===== config.mk =====
export PLATFORM = sky130hd
export DESIGN_NAME = stopwatch_alarm_timer_bank_unit
export DESIGN_NICKNAME = d
export VERILOG_FILES = /design/src/sv/satb_pkg.sv /design/src/sv/satb_unit.sv /design/src/sv/stopwatch_alarm_timer_bank_unit.sv
export VERILOG_INCLUDE_DIRS = /design/src /design/src/sv
export SDC_FILE = /design/constraint.sdc
export NUM_CORES = 1
export LEC_CHECK = 0
export BUFFER_PORTS_ARGS = -buffer_cell sky130_fd_sc_hd__buf_2
export CORE_MARGIN = 2
export CORE_UTILIZATION = 35
export CTS_CLUSTER_DIAMETER = 30
export DETAILED_ROUTE_END_ITERATION = 6
export PLACE_DENSITY = 0.57
export SYNTH_ARGS = -nofsm -noshare
export SYNTH_HDL_FRONTEND = slang
export SYNTH_HIERARCHICAL = 1
export SYNTH_SLANG_ARGS = --single-unit

===== constraint.sdc =====
create_clock -name clk -period 7.3 [get_ports clk]
set_input_delay 1.46 -clock clk [delete_from_list [all_inputs] [get_ports clk]]
set_output_delay 1.46 -clock clk [all_outputs]
set_load 0.01 [all_outputs]

===== src/sv/assert_macros.svh =====
// Assertion macros for the RTL of the stopwatch and alarm timer bank.
// Define ASSERT_OFF to compile every assertion away.
`ifndef ASSERT_MACROS_SVH
`define ASSERT_MACROS_SVH
`ifndef ASSERT_OFF
// Checks a property at every rising clock edge outside reset.
`define ASSERT_CLK(lbl, clk, rst_n, prop, msg) \
	lbl: assert property (@(posedge clk) disable iff (!rst_n) (prop)) else $error(msg);
// Checks that a condition never holds at a rising clock edge.
`define ASSERT_NEVER(lbl, clk, rst_n, cond, msg) \
	`ASSERT_CLK(lbl, clk, rst_n, !(cond), msg)
`else
`define ASSERT_CLK(lbl, clk, rst_n, prop, msg)
`define ASSERT_NEVER(lbl, clk, rst_n, cond, msg)
`endif
`endif


===== src/sv/satb_pkg.sv =====
// Types, command codes and defaults of the stopwatch and alarm timer bank.
// Used by satb_unit and by the top level; depends on nothing.
package satb_pkg;

	localparam int SW_CHANNELS_DEF = 4;
	localparam int AL_CHANNELS_DEF = 4;
	localparam int MAX_CHANNELS    = 16;

	typedef enum logic [3:0] {
		FN_TICK      = 4'd0,
		FN_SW_START  = 4'd1,
		FN_SW_SET    = 4'd2,
		FN_SW_READ   = 4'd3,
		FN_AL_START  = 4'd4,
		FN_AL_MS     = 4'd5,
		FN_AL_READ   = 4'd6,
		FN_AL_SET    = 4'd7,
		FN_AL_TAKE   = 4'd8
	} func_t;

	// Channel state codes; code 3 may be stored and read back but does nothing.
	localparam logic [1:0] CS_IDLE     = 2'd0;
	localparam logic [1:0] CS_COUNTING = 2'd1;
	localparam logic [1:0] CS_FINISHED = 2'd2;

	typedef enum logic [2:0] {
		ST_IDLE,
		ST_SW,
		ST_AL,
		ST_CMD,
		ST_DONE
	} state_t;

	typedef enum logic [0:0] {
		OP_INC,
		OP_MUL100
	} unit_op_t;

	typedef struct packed {
		unit_op_t    op;
		logic [31:0] a;
		logic [31:0] b;
	} unit_req_t;

	typedef struct packed {
		logic [31:0] result;
		logic        eq;
	} unit_rsp_t;

endpackage


===== src/sv/satb_unit.sv =====
// Shared arithmetic unit of the timer bank: increment, times-100 and equality.
// Depends on satb_pkg.
module satb_unit (
	input  satb_pkg::unit_req_t req,
	output satb_pkg::unit_rsp_t rsp
);
	import satb_pkg::*;

	always_comb begin
		unique case (req.op)
			OP_INC:    rsp.result = req.a + 32'd1;
			// 100 = 64 + 32 + 4, wrapping at 32 bits.
			OP_MUL100: rsp.result = (req.a << 6) + (req.a << 5) + (req.a << 2);
			default:   rsp.result = req.a;
		endcase
		rsp.eq = (req.a == req.b);
	end

endmodule


===== src/sv/stopwatch_alarm_timer_bank_unit.sv =====
// Top level of the stopwatch and alarm timer bank; uses satb_pkg and satb_unit.
// Assertions come from assert_macros.svh.
`include "assert_macros.svh"

// A bank of stopwatch and alarm channels driven by one command request at a time on the
// slave stream. Every request gives exactly one result request on the master stream:
// tuser carries ok and tdata the 32-bit data. A command other than a tick is accepted,
// executed and handed over in turn, and its result is registered in the execute step
// before it is offered. A tick walks the channels through one shared incrementer and
// comparator, one channel per cycle, stopwatches first and then alarms, and then hands
// its result over; every result is offered as the block becomes ready again. The block
// accepts a new request only while no request is in work; a finished result may still
// wait in the output register meanwhile, and the block holds a later result until that
// register has been taken.
module stopwatch_alarm_timer_bank_unit #(
	parameter int STOPWATCH_CHANNELS = satb_pkg::SW_CHANNELS_DEF,
	parameter int ALARM_CHANNELS     = satb_pkg::AL_CHANNELS_DEF
) (
	input  logic        clk,
	input  logic        arst_n,
	input  logic        s_tvalid,
	output logic        s_tready,
	input  logic [39:0] s_tdata,   // [3:0] channel, [35:4] value, [39:36] zero
	input  logic [3:0]  s_tuser,   // [3:0] func
	output logic        m_tvalid,
	input  logic        m_tready,
	output logic [31:0] m_tdata,   // [31:0] data
	output logic [0:0]  m_tuser    // [0] ok
);
	import satb_pkg::*;

	localparam int SW_IW = (STOPWATCH_CHANNELS > 1) ? $clog2(STOPWATCH_CHANNELS) : 1;
	localparam int AL_IW = (ALARM_CHANNELS > 1) ? $clog2(ALARM_CHANNELS) : 1;
	localparam logic [4:0] SW_LIM  = 5'(STOPWATCH_CHANNELS);
	localparam logic [4:0] AL_LIM  = 5'(ALARM_CHANNELS);
	localparam logic [3:0] SW_LAST = 4'(STOPWATCH_CHANNELS - 1);
	localparam logic [3:0] AL_LAST = 4'(ALARM_CHANNELS - 1);

	// Channel storage. All entries are read at the single address idx_q.
	logic [31:0] sw_count_q [STOPWATCH_CHANNELS];
	logic [1:0]  sw_state_q [STOPWATCH_CHANNELS];
	logic [31:0] al_count_q [ALARM_CHANNELS];
	logic [31:0] al_limit_q [ALARM_CHANNELS];
	logic [1:0]  al_state_q [ALARM_CHANNELS];

	state_t      state_q, state_d;
	logic [3:0]  idx_q, idx_d;
	logic [3:0]  func_q;
	logic [3:0]  ch_q;
	logic [31:0] val_q;
	logic        res_ok_q, res_ok_d;
	logic [31:0] res_data_q, res_data_d;
	logic        m_valid_q;
	logic        m_ok_q;
	logic [31:0] m_data_q;

	logic [SW_IW-1:0] sw_a;
	logic [AL_IW-1:0] al_a;
	logic             sw_valid, al_valid;
	logic [1:0]       sw_st, al_st;
	logic             accept, out_free, load_out;
	logic             walk_oob, take_hit;

	unit_req_t ureq;
	unit_rsp_t ursp;

	// Write strobes and data for the channel storage at the current address.
	logic        sw_cnt_we, sw_st_we, al_cnt_we, al_lim_we, al_st_we;
	logic [31:0] sw_cnt_wd, al_cnt_wd, al_lim_wd;
	logic [1:0]  sw_st_wd, al_st_wd;

	satb_unit u_unit (
		.req(ureq),
		.rsp(ursp)
	);

	assign s_tready = (state_q == ST_IDLE);
	assign accept   = s_tvalid && s_tready;
	assign out_free = !m_valid_q || m_tready;
	assign m_tvalid = m_valid_q;
	assign m_tdata  = m_data_q;
	assign m_tuser  = m_ok_q;

	assign sw_a     = idx_q[SW_IW-1:0];
	assign al_a     = idx_q[AL_IW-1:0];
	assign sw_valid = ({1'b0, ch_q} < SW_LIM);
	assign al_valid = ({1'b0, ch_q} < AL_LIM);
	assign sw_st    = sw_state_q[sw_a];
	assign al_st    = al_state_q[al_a];

	always_ff @(posedge clk or negedge arst_n) begin
		if (!arst_n) begin
			state_q <= ST_IDLE;
		end else begin
			state_q <= state_d;
		end
	end

	// Sequencer: next state, shared unit operands and storage writes.
	always_comb begin
		state_d    = state_q;
		idx_d      = idx_q;
		res_ok_d   = res_ok_q;
		res_data_d = res_data_q;
		load_out   = 1'b0;
		ureq.op    = OP_INC;
		ureq.a     = val_q;
		ureq.b     = al_limit_q[al_a];
		sw_cnt_we  = 1'b0;
		sw_st_we   = 1'b0;
		al_cnt_we  = 1'b0;
		al_lim_we  = 1'b0;
		al_st_we   = 1'b0;
		sw_cnt_wd  = ursp.result;
		al_cnt_wd  = ursp.result;
		al_lim_wd  = val_q;
		sw_st_wd   = CS_COUNTING;
		al_st_wd   = CS_COUNTING;
		unique case (state_q)
			ST_IDLE: begin
				if (accept) begin
					// A tick visits every channel from zero; a command goes to its own.
					idx_d   = (s_tuser == FN_TICK) ? 4'd0 : s_tdata[3:0];
					state_d = (s_tuser == FN_TICK) ? ST_SW : ST_CMD;
				end
			end
			ST_SW: begin
				ureq.a    = sw_count_q[sw_a];
				sw_cnt_we = (sw_st == CS_COUNTING);
				if (idx_q == SW_LAST) begin
					idx_d   = 4'd0;
					state_d = ST_AL;
				end else begin
					idx_d = idx_q + 4'd1;
				end
			end
			ST_AL: begin
				ureq.a = al_count_q[al_a];
				if (al_st == CS_COUNTING) begin
					// A counting alarm finishes when it has reached its limit.
					al_st_we  = ursp.eq;
					al_st_wd  = CS_FINISHED;
					al_cnt_we = !ursp.eq;
				end
				if (idx_q == AL_LAST) begin
					res_ok_d   = 1'b1;
					res_data_d = 32'd0;
					state_d    = ST_DONE;
				end else begin
					idx_d = idx_q + 4'd1;
				end
			end
			ST_CMD: begin
				ureq.op    = OP_MUL100;
				ureq.a     = val_q;
				res_ok_d   = 1'b0;
				res_data_d = 32'd0;
				state_d    = ST_DONE;
				unique case (func_q)
					FN_SW_START: begin
						if (sw_valid && sw_st != CS_COUNTING) begin
							sw_cnt_we = 1'b1;
							sw_cnt_wd = 32'd0;
							sw_st_we  = 1'b1;
							res_ok_d  = 1'b1;
						end
					end
					FN_SW_SET: begin
						if (sw_valid) begin
							sw_st_we = 1'b1;
							sw_st_wd = val_q[1:0];
							res_ok_d = 1'b1;
						end
					end
					FN_SW_READ: begin
						if (sw_valid && sw_st != CS_COUNTING) begin
							res_data_d = sw_count_q[sw_a];
							res_ok_d   = 1'b1;
						end
					end
					FN_AL_START, FN_AL_MS: begin
						if (al_valid && al_st != CS_COUNTING) begin
							al_lim_we = 1'b1;
							al_lim_wd = (func_q == FN_AL_MS) ? ursp.result : val_q;
							al_cnt_we = 1'b1;
							al_cnt_wd = 32'd0;
							al_st_we  = 1'b1;
							res_ok_d  = 1'b1;
						end
					end
					FN_AL_READ: begin
						if (al_valid) begin
							res_data_d = {30'd0, al_st};
							res_ok_d   = 1'b1;
						end
					end
					FN_AL_SET: begin
						if (al_valid) begin
							al_st_we = 1'b1;
							al_st_wd = val_q[1:0];
							res_ok_d = 1'b1;
						end
					end
					FN_AL_TAKE: begin
						if (al_valid) begin
							res_ok_d = 1'b1;
							if (al_st == CS_FINISHED) begin
								al_st_we   = 1'b1;
								al_st_wd   = CS_IDLE;
								res_data_d = 32'd1;
							end
						end
					end
					default: begin
						// A tick never gets here; unknown codes report an error.
					end
				endcase
			end
			ST_DONE: begin
				if (out_free) begin
					load_out = 1'b1;
					state_d  = ST_IDLE;
				end
			end
			default: state_d = ST_IDLE;
		endcase
	end

	// Control state and channel storage; the whole bank resets to idle and zero.
	always_ff @(posedge clk or negedge arst_n) begin
		if (!arst_n) begin
			idx_q     <= 4'd0;
			m_valid_q <= 1'b0;
			for (int k = 0; k < STOPWATCH_CHANNELS; k++) begin
				sw_count_q[k] <= 32'd0;
				sw_state_q[k] <= CS_IDLE;
			end
			for (int k = 0; k < ALARM_CHANNELS; k++) begin
				al_count_q[k] <= 32'd0;
				al_limit_q[k] <= 32'd0;
				al_state_q[k] <= CS_IDLE;
			end
		end else begin
			idx_q <= idx_d;
			if (load_out) begin
				m_valid_q <= 1'b1;
			end else if (m_tready) begin
				m_valid_q <= 1'b0;
			end
			if (sw_cnt_we) sw_count_q[sw_a] <= sw_cnt_wd;
			if (sw_st_we)  sw_state_q[sw_a] <= sw_st_wd;
			if (al_cnt_we) al_count_q[al_a] <= al_cnt_wd;
			if (al_lim_we) al_limit_q[al_a] <= al_lim_wd;
			if (al_st_we)  al_state_q[al_a] <= al_st_wd;
		end
	end

	// Request and result payload.
	always_ff @(posedge clk) begin
		if (accept) begin
			func_q <= s_tuser;
			ch_q   <= s_tdata[3:0];
			val_q  <= s_tdata[35:4];
		end
		res_ok_q   <= res_ok_d;
		res_data_q <= res_data_d;
		if (load_out) begin
			m_ok_q   <= res_ok_q;
			m_data_q <= res_data_q;
		end
	end

	// Conditions watched by the assertions below.
	assign walk_oob = (state_q == ST_SW && idx_q > SW_LAST) ||
		(state_q == ST_AL && idx_q > AL_LAST);
	assign take_hit = (state_q == ST_CMD) && (func_q == FN_AL_TAKE) && al_valid &&
		(al_st == CS_FINISHED);

	// A result appears on the master side only as the sequencer hands it over.
	`ASSERT_CLK(a_out_from_done, clk, arst_n, $rose(m_tvalid) |-> $past(load_out), "stray result")
	// The tick walk never addresses a channel beyond either bank.
	`ASSERT_NEVER(a_walk_range, clk, arst_n, walk_oob, "tick walk out of range")
	// Taking a finished alarm leaves it idle.
	`ASSERT_CLK(a_take_clears, clk, arst_n, take_hit |=> (al_st == CS_IDLE), "taken alarm not idle")

endmodule

==> metrics.log, run 1 <==
INFO  metric area_growth_syn_to_layout = 19.6%
INFO  metric synth_top_family_by_area = multiplexers
INFO  metric cts_buffers = 101
INFO  metric drt_pass_1_iters = 5
INFO  metric die_width = between 200 and 300 µm
INFO  metric vdd.ir_drop.worst = 0.228 mV
INFO  metric highest_clock_frequency_the_design_can_meet = 0.163 GHz
INFO  metric synthMostInstantiatedCell = sky130_fd_sc_hd__dfrtp_1
INFO  metric timing.final.crit_share = 0.840
INFO  metric fin_worst_skew = around 0.035 ns
INFO  metric post_synth_num_cell_types = 84
INFO  metric tritoncts = built
INFO  metric detailedRoute.firstIterationViolations = 1,706
INFO  metric r2r-start = idx_q[0]
INFO  metric core_region_area = ~74,000 µm²
INFO  metric antenna_cells_inserted = 0
INFO  metric synth-async-reset-ratio = 0.797
INFO  metric critical_path_required = 7.87 ns
INFO  metric synth_top_cells_by_area = sky130_fd_sc_hd__dfrtp_1 39%, sky130_fd_sc_hd__edfxtp_1 12%, sky130_fd_sc_hd__mux4_2 8.6%
INFO  metric r2r.worst_path.cells = 15
INFO  metric num_io_pins = 83
INFO  metric antenna_left = 0
INFO  metric routed_wirelength = 74,600 µm
INFO  metric cts.repair_timing.setup_buffer_count = 0
INFO  metric cts.sink_count = slightly above 500
INFO  metric yosys_warning_count = 6
INFO  metric hold_path_depth = 0
INFO  metric cts-root-to-sink-buffers = 3
INFO  metric max-cap-violations = 0
INFO  metric power_per_cell_area = 515 nW/µm²
INFO  metric fraction_of_synthesized_cell_area_in_xor_and_xnor_cells = 0.0277
INFO  metric grt_max_degree = ~180
INFO  metric crit_path_max_fanout = 31
INFO  metric synth_top_cells_by_count = 408 x sky130_fd_sc_hd__dfrtp_1, 163 x sky130_fd_sc_hd__a21oi_1, 157 x sky130_fd_sc_hd__nor2_1
INFO  metric hold_end = m_tdata[31]
INFO  metric post-synth-top-area-cell = sky130_fd_sc_hd__dfrtp_1
INFO  metric place_hpwl = 49,200 µm
INFO  metric critPathArrivalTime = ~6.7 ns
INFO  metric timing.final.setup_violations = 0
INFO  metric place.gp.congestion = 0.869
INFO  metric clock-root-buffer = sky130_fd_sc_hd__clkbuf_16
INFO  metric first_global_vias = 18,400
INFO  metric cts_htree_levels = 3
INFO  metric synth_top_area_frac = 0.390
INFO  metric synth_compound_gate_area_share = 0.123
INFO  metric post_route_cells_drive_above_1_share = 0.267
INFO  metric die-area = between 70,000 and 80,000 µm²
INFO  metric setup.worst_path.start_class = flip-flop
INFO  metric post_route_cell_area = approximately 31,000 µm²
INFO  metric initial_utilization = 0.352
INFO  metric drcViolationCount = 0
INFO  metric fp.dieH = between 200 and 300 µm
INFO  metric timing_max_transition_violations_final = 0
INFO  metric antenna_found_initial = 2
INFO  metric timing_hold_violations_final = 0
INFO  metric syn-instance-count = 2,027
INFO  metric num-fill-cells = 6,796
INFO  metric vias = 17,600
INFO  metric synthesis.area = 26,200 µm²
INFO  metric crit_type = flip-flop to flip-flop
INFO  metric synth_simple_gate_area_share = 0.0894
INFO  metric post_cts_resize_count = 0
INFO  metric adder_and_majority_cell_fraction_of_the_synthesized_area = 0.0466
INFO  metric reg2reg_to = al_count_q[95]
INFO  metric synthesis.area_per_instance = 12.9 µm²
INFO  metric io_buffer_count = 78
INFO  metric synth_seq_area_share = 0.509
INFO  metric flip_flop_and_latch_count_after_synthesis = 512
INFO  metric max-slew-margin-rel = 0.153
INFO  metric finalSetupTns = 0 ns
INFO  metric clkTransAtPathRegs = 0.06 ns
INFO  metric synth_top_flop_cell = sky130_fd_sc_hd__dfrtp_1
INFO  metric number_of_enable_flip_flop_cells_after_synthesis = 104
INFO  metric run_status = completed
INFO  metric grt_overflow_total = 0
INFO  metric hp-class = flip-flop to flip-flop
INFO  metric fin_nets = about 2,300
INFO  metric avgRoutedWirePerCell = between 20 and 25 µm
INFO  metric leakage_power_figure = 14.5 nW
INFO  metric worstMarginPinSlew = around 1.3 ns
INFO  metric cts-hold-fix-buffers = 0
INFO  metric rsz0062_at_grt = no
INFO  metric dpl_cell_area = 27,700 µm²
INFO  metric synth.area.mux_share = 0.173
INFO  metric synthesis.nets = roughly 2,200
INFO  metric layout_min_cycle_time = 6.13 ns
INFO  metric floorplan.rows = 100
INFO  metric setup.worst_path.end_class = flip-flop
INFO  metric global_route.usage.total = 0.196
INFO  metric worst_skew_pair.late_latency = ~0.66 ns
INFO  metric viasPerCell = 5.52
INFO  metric grt_pass1_wl = 116,000 µm
INFO  metric setup.reg_to_reg.worst_slack = around 1.2 ns
INFO  metric worst_hold_startpoint = res_data_q[31]
registers in the layout (all words and copies together) (netlist names):
| register | count |
|---|---|
| al_count_q | 128 |
| al_limit_q | 128 |
| al_state_q | 8 |
| ch_q | 2 |
| func_q | 4 |
| idx_q | 4 |
| m_tdata | 32 |
| m_tuser | 1 |
| m_tvalid | 1 |
| res_data_q | 32 |
| res_ok_q | 1 |
| state_q | 3 |
| sw_count_q | 128 |
| sw_state_q | 8 |
| val_q | 32 |
cells by family (layout without fill, tap and decap cells):
kind of cell	after synthesis	after routing
flip-flops	512	512
AND/OR/NAND/NOR	461	461
AO/OA/AOI/OAI	453	453
multiplexers	267	267
buffers and inverters	169	358
XOR/XNOR	83	83
adder cells (fa/ha/maj)	82	82
worst max-delay path by stage:
stage	start	end	slack [ns]
floorplan	idx_q[0]	al_count_q[120]	2.06
global placement	idx_q[0]	al_count_q[63]	1.17
detailed placement	idx_q[0]	al_count_q[91]	1.17
CTS	idx_q[0]	al_limit_q[122]	1.17
global route	idx_q[0]	al_count_q[31]	0.74
finish	idx_q[0]	al_count_q[95]	1.17
cell usage in the layout, fill, tap and decap left out, types with 46 or more instances in the layout:
| cell | instances |
|---|---|
| sky130_fd_sc_hd__clkbuf_16 | 107 |
| sky130_fd_sc_hd__mux2_4 | 117 |
| sky130_fd_sc_hd__buf_4 | 46 |
| sky130_fd_sc_hd__buf_2 | 77 |
| sky130_fd_sc_hd__a21oi_1 | 163 |
| sky130_fd_sc_hd__nor2_1 | 156 |
| sky130_fd_sc_hd__nand2_1 | 117 |
| sky130_fd_sc_hd__dfrtp_1 | 406 |
| sky130_fd_sc_hd__ha_1 | 56 |
| sky130_fd_sc_hd__xor2_1 | 50 |
| sky130_fd_sc_hd__a22o_1 | 131 |
| sky130_fd_sc_hd__mux4_2 | 100 |
| sky130_fd_sc_hd__edfxtp_1 | 104 |
worst max-delay path, cell delays in order (launching register included):
cell,delay (ns)
sky130_fd_sc_hd__dfrtp_4,0.85
sky130_fd_sc_hd__buf_12,0.27
sky130_fd_sc_hd__buf_4,0.27
sky130_fd_sc_hd__mux4_2,0.63
sky130_fd_sc_hd__a22oi_1,0.44
sky130_fd_sc_hd__nand2_1,0.39
sky130_fd_sc_hd__fa_1,0.54
sky130_fd_sc_hd__ha_1,0.44
sky130_fd_sc_hd__a21oi_1,0.26
sky130_fd_sc_hd__o21ai_0,0.21
sky130_fd_sc_hd__a311oi_1,0.34
sky130_fd_sc_hd__o21a_1,0.23
sky130_fd_sc_hd__o22ai_1,0.10
sky130_fd_sc_hd__nor2_1,0.51
sky130_fd_sc_hd__nor2b_1,0.31
sky130_fd_sc_hd__mux2_2,0.19
cell type report:
class	count	area (µm²)	area share
Clock buffer	116	2760	0.0881
Timing Repair Buffer	132	906	0.0289
Multi-Input combinational cell	1346	12100	0.386
Inverter	37	139	0.00443
Clock inverter	73	882	0.0282
Sequential cell	512	13300	0.426
Tap cell	969	1210	0.0387
metrics by stage:
step	power, mW	utilization	setup slack [ns]	hold slack [ns]	std cells
floorplan	9.17	-	2.06	0.400	2027
global placement	11.1	0.373	1.17	0.408	2996
detailed placement	11.2	0.373	1.17	0.405	2996
CTS	16.2	0.422	1.17	0.414	3185
global route	17.1	0.422	0.741	0.415	3185
finish	16.1	0.422	1.17	0.404	3185
power breakdown:
group / internal (mW) / switching, mW / total (mW) / leakage, nW
sequential: 3.56 / 0.447 / 4.01 / 6.62
combinational: 2.75 / 4.49 / 7.24 / 6.10
clock: 3.21 / 1.66 / 4.88 / 1.77
total: 9.53 / 6.60 / 16.1 / 14.5
layer usage:
metal  global-route usage  routed length, µm  up-vias
met5                    0                 13        -
met4               0.0665               1790        2
met3               0.0369               4680      117
li1                     -                  -     7734
met2                0.306              34600      592
met1                0.274              33500     9146
Power figures use the tool's default switching activity.
==> inputs of run 2 (changes only) <==
--- a/config.mk
+++ b/config.mk
@@ -11,7 +11,7 @@
 export CORE_UTILIZATION = 35
 export CTS_CLUSTER_DIAMETER = 30
 export DETAILED_ROUTE_END_ITERATION = 6
-export PLACE_DENSITY = 0.57
+export PLACE_DENSITY = 0.59
 export SYNTH_ARGS = -nofsm -noshare
 export SYNTH_HDL_FRONTEND = slang
 export SYNTH_HIERARCHICAL = 1
==> constraint.sdc (replaced) <==
create_clock -name clk -period 5.3 [get_ports clk]
set_input_delay 1.06 -clock clk [delete_from_list [all_inputs] [get_ports clk]]
set_output_delay 1.06 -clock clk [all_outputs]
set_load 0.01 [all_outputs]
==> run 2 against run 1 <==
The run now ends with DRC left. Sequential power up 35%. Critical path depth up 4. Power increased by 54%. Sequential share of layout area down 2.6 points. First-iteration DRC count shrank 8.3%. Highest routed layer is now met4. Clock power increased by 40%. Cell area increased by 6.5%. Global-route usage rose by 0.67 points. Utilization is 2.7 points higher. Largest cell class unchanged. Largest power group unchanged.
==> metrics.log, run 2 (same netlist as run 1, synthesis figures left out) <==
INFO  metric clock-root-buffer = sky130_fd_sc_hd__clkbuf_16
INFO  metric grt_max_degree = 148 (-15%)
INFO  metric max-cap-violations = 0 (unchanged)
INFO  metric vdd.ir_drop.worst = 0.495 mV (+120%)
INFO  metric cts-hold-fix-buffers = 0 (unchanged)
INFO  metric timing.final.crit_share = 0.986 (+0.146)
INFO  metric worst_skew_pair.late_latency = 0.67 ns (about the same)
INFO  metric leading_cell_type_in_the_layout_fill_and_taps_excluded = sky130_fd_sc_hd__dfrtp_1
INFO  metric run_status = finished, violations left
INFO  metric grt_pass1_wl = 120,000 µm (+4.0%)
INFO  metric biggestRegsByFlops = al_count_q: 128 flops, al_limit_q: 128 flops, sw_count_q: 128 flops
INFO  metric failing_checks = DRC
INFO  metric leakage_power_figure = 15.6 nW (+7.9%)
INFO  metric num-fill-cells = 6,742 (-0.79%)
INFO  metric drt_pass_1_iters = 7 (+2)
INFO  metric fin_worst_skew = 0.0374 ns (+0.00194 ns)
INFO  metric global_route.usage.total = 0.203 (+0.00673)
INFO  metric avgRoutedWirePerCell = 22.8 µm (-2.6%)
INFO  metric layout_common_cells = 406 x sky130_fd_sc_hd__dfrtp_1, 244 x sky130_fd_sc_hd__buf_4, 160 x sky130_fd_sc_hd__a21oi_1
INFO  metric timing.final.setup_violations = 0 (unchanged)
INFO  metric worst_path_largest_cell_delay = 0.51 ns (-0.34 ns)
INFO  metric startpoint_of_the_worst_setup_timing_path = idx_q[0]
INFO  metric hp-class = primary input to async pin
INFO  metric rsz0062_at_grt = yes
INFO  metric critPathArrivalTime = 5.77 ns (-0.94 ns)
INFO  metric cts_htree_levels = 3 (unchanged)
INFO  metric final.setup.worst_slack = 0.0750 ns (-1.09 ns)
INFO  metric setup.worst_path.end_class = flip-flop
INFO  metric fp.dieH = 278 µm (unchanged)
INFO  metric routed_wirelength = 78,000 µm (+4.5%)
INFO  metric crit_type = flip-flop to flip-flop
INFO  metric highest_clock_frequency_the_design_can_meet = 0.191 GHz (+17%)
INFO  metric worstMarginPinSlew = 1.12 ns (-0.141 ns)
INFO  metric critical_path_required = 5.84 ns (-2.03 ns)
INFO  metric antenna_found_initial = 2 (unchanged)
INFO  metric final.hold.worst_slack = 0.337 ns (-0.0668 ns)
INFO  metric timing_hold_violations_final = 0 (unchanged)
INFO  metric critical_path.slowest_cell = sky130_fd_sc_hd__o41ai_4
INFO  metric r2r-start = idx_q[0]
INFO  metric die-area = 77,100 µm² (unchanged)
INFO  metric cts_buffers = 110 (+8.9%)
INFO  metric r2r.worst_path.cells = 19 (+4)
INFO  metric layout_min_cycle_time = 5.22 ns (-0.909 ns)
INFO  metric vias = 18,600 (+5.5%)
INFO  metric viasPerCell = 5.43 (-1.7%)
INFO  metric num_io_pins = 83 (unchanged)
INFO  metric cp_cell_sequence = buf_12 > buf_4 > buf_12 > mux4_2 > a22oi_1 > buf_4 > nand2_1 > buf_4 > fa_1 > ha_1 > nand2_1 > o21a_1 > nor2_1 > o41ai_4 > a21oi_1 > or3_1 > a31o_2 > nor2b_1 > mux2_4
INFO  metric cts-root-to-sink-buffers = 3 (unchanged)
INFO  metric placement.setup.worst_slack = -0.134 ns (-1.30 ns)
INFO  metric setup.worst_path.start_class = flip-flop
INFO  metric cts.sink_count = 512 (unchanged)
INFO  metric crit_path_max_fanout = 6 (-81%)
INFO  metric initial_utilization = 0.352 (unchanged)
INFO  metric place.gp.congestion = 0.887 (+2.1%)
INFO  metric die_width = 278 µm (unchanged)
INFO  metric post_route_cells_drive_above_1_share = 0.342 (+0.0751)
INFO  metric tritoncts = built
INFO  metric first_global_vias = 19,700 (+7.4%)
INFO  metric clkTransAtPathRegs = 0.05 ns (about the same)
INFO  metric finalCoreUtilization = 0.449 (+0.0274)
INFO  metric io_buffer_count = 78 (unchanged)
INFO  metric critical-path-top-cell-by-count = sky130_fd_sc_hd__buf_4
INFO  metric antenna_left = 0 (unchanged)
INFO  metric timing_max_transition_violations_final = 0 (unchanged)
INFO  metric floorplan.rows = 100 (unchanged)
INFO  metric core_region_area = 74,300 µm² (unchanged)
INFO  metric power_per_cell_area = 744 nW/µm² (+45%)
INFO  metric detailedRoute.firstIterationViolations = 1,565 (-8.3%)
INFO  metric fin_nets = 2,482 (+9.8%)
INFO  metric drcViolationCount = 1 (+1)
INFO  metric place_hpwl = 52,900 µm (+7.4%)
INFO  metric area_growth_syn_to_layout = 27.4%
INFO  metric grt_overflow_total = 0 (unchanged)
INFO  metric max-slew-margin-rel = 0.256 (+0.103)
INFO  metric finalSetupTns = 0 ns (unchanged)
run 2: cell count changes in the layout (fill, tap and decap cells not counted), sizes merged:
cell / delta
clkbuf: +19
clkinvlp: +4
inv: -9
clkinv: +6
bufinv: -3
buf: +213
diode: +1
run 2: per-layer routing:
metal | share of wire | global-route usage
met1 | 0.43 | 0.272
met2 | 0.48 | 0.322
met3 | 0.067 | 0.0474
met4 | 0.026 | 0.0700
met5 | 0 | 0
run 2: cell type report:
type | count | area (µm²) | share of cell area
antenna | 1 | 2.50 | 0.0000750
clock buffer | 135 | 2990 | 0.0896
clock inverter | 71 | 793 | 0.0238
inverter | 37 | 139 | 0.00416
multi-input combinational | 1346 | 12200 | 0.366
sequential | 512 | 13300 | 0.400
tap | 969 | 1210 | 0.0363
timing repair buffer | 345 | 2680 | 0.0804
run 2: final timing paths:
kind                                   to  slack (ns)
max in group asynchronous  al_limit_q[16]        3.70
min in group clk              m_tdata[13]        0.42
setup / recovery           al_count_q[55]        0.08
setup reg to reg           al_count_q[55]        0.08
hold reg to reg               m_tdata[13]        0.42
hold / removal                 state_q[2]        0.34
run 2: worst max-delay path: cells and delay by family, from the launching register on:
kind | cells | cell delay, ns
DFF | 1 | 0.48
buffers and inverters | 5 | 0.77
and+or+nand+nor | 5 | 0.90
adders and majority gates | 2 | 0.84
AOI/OAI and AO/OA | 5 | 1.33
muxes | 2 | 0.79
run 2: per-stage QoR:
| stage | power (mW) | instance area, µm² | instances |
|---|---|---|---|
| after floorplan | 12.6 | 26200 | 2027 |
| after global placement | 17.3 | 29300 | 3198 |
| after detailed placement | 17.5 | 29300 | 3198 |
| after CTS | 24.5 | 33200 | 3409 |
| after global routing | 26.2 | 33400 | 3415 |
| final | 24.8 | 33400 | 3416 |
run 2: timing repair:
| action | 4_1_cts | 5_1_grt |
|---|---|---|
| buffers inserted | 5 | 6 |
| pin swaps | 0 | 5 |
| resized for setup | 1 | 31 |
| setup endpoints to repair | 33 | 78 |
run 2: power breakdown:
part | switching (mW) | internal, mW | total (mW) | leakage, nW
Sequential | 0.515 | 4.91 | 5.43 | 6.62
Combinational | 6.91 | 5.65 | 12.6 | 7.20
Clock | 2.33 | 4.51 | 6.85 | 1.81
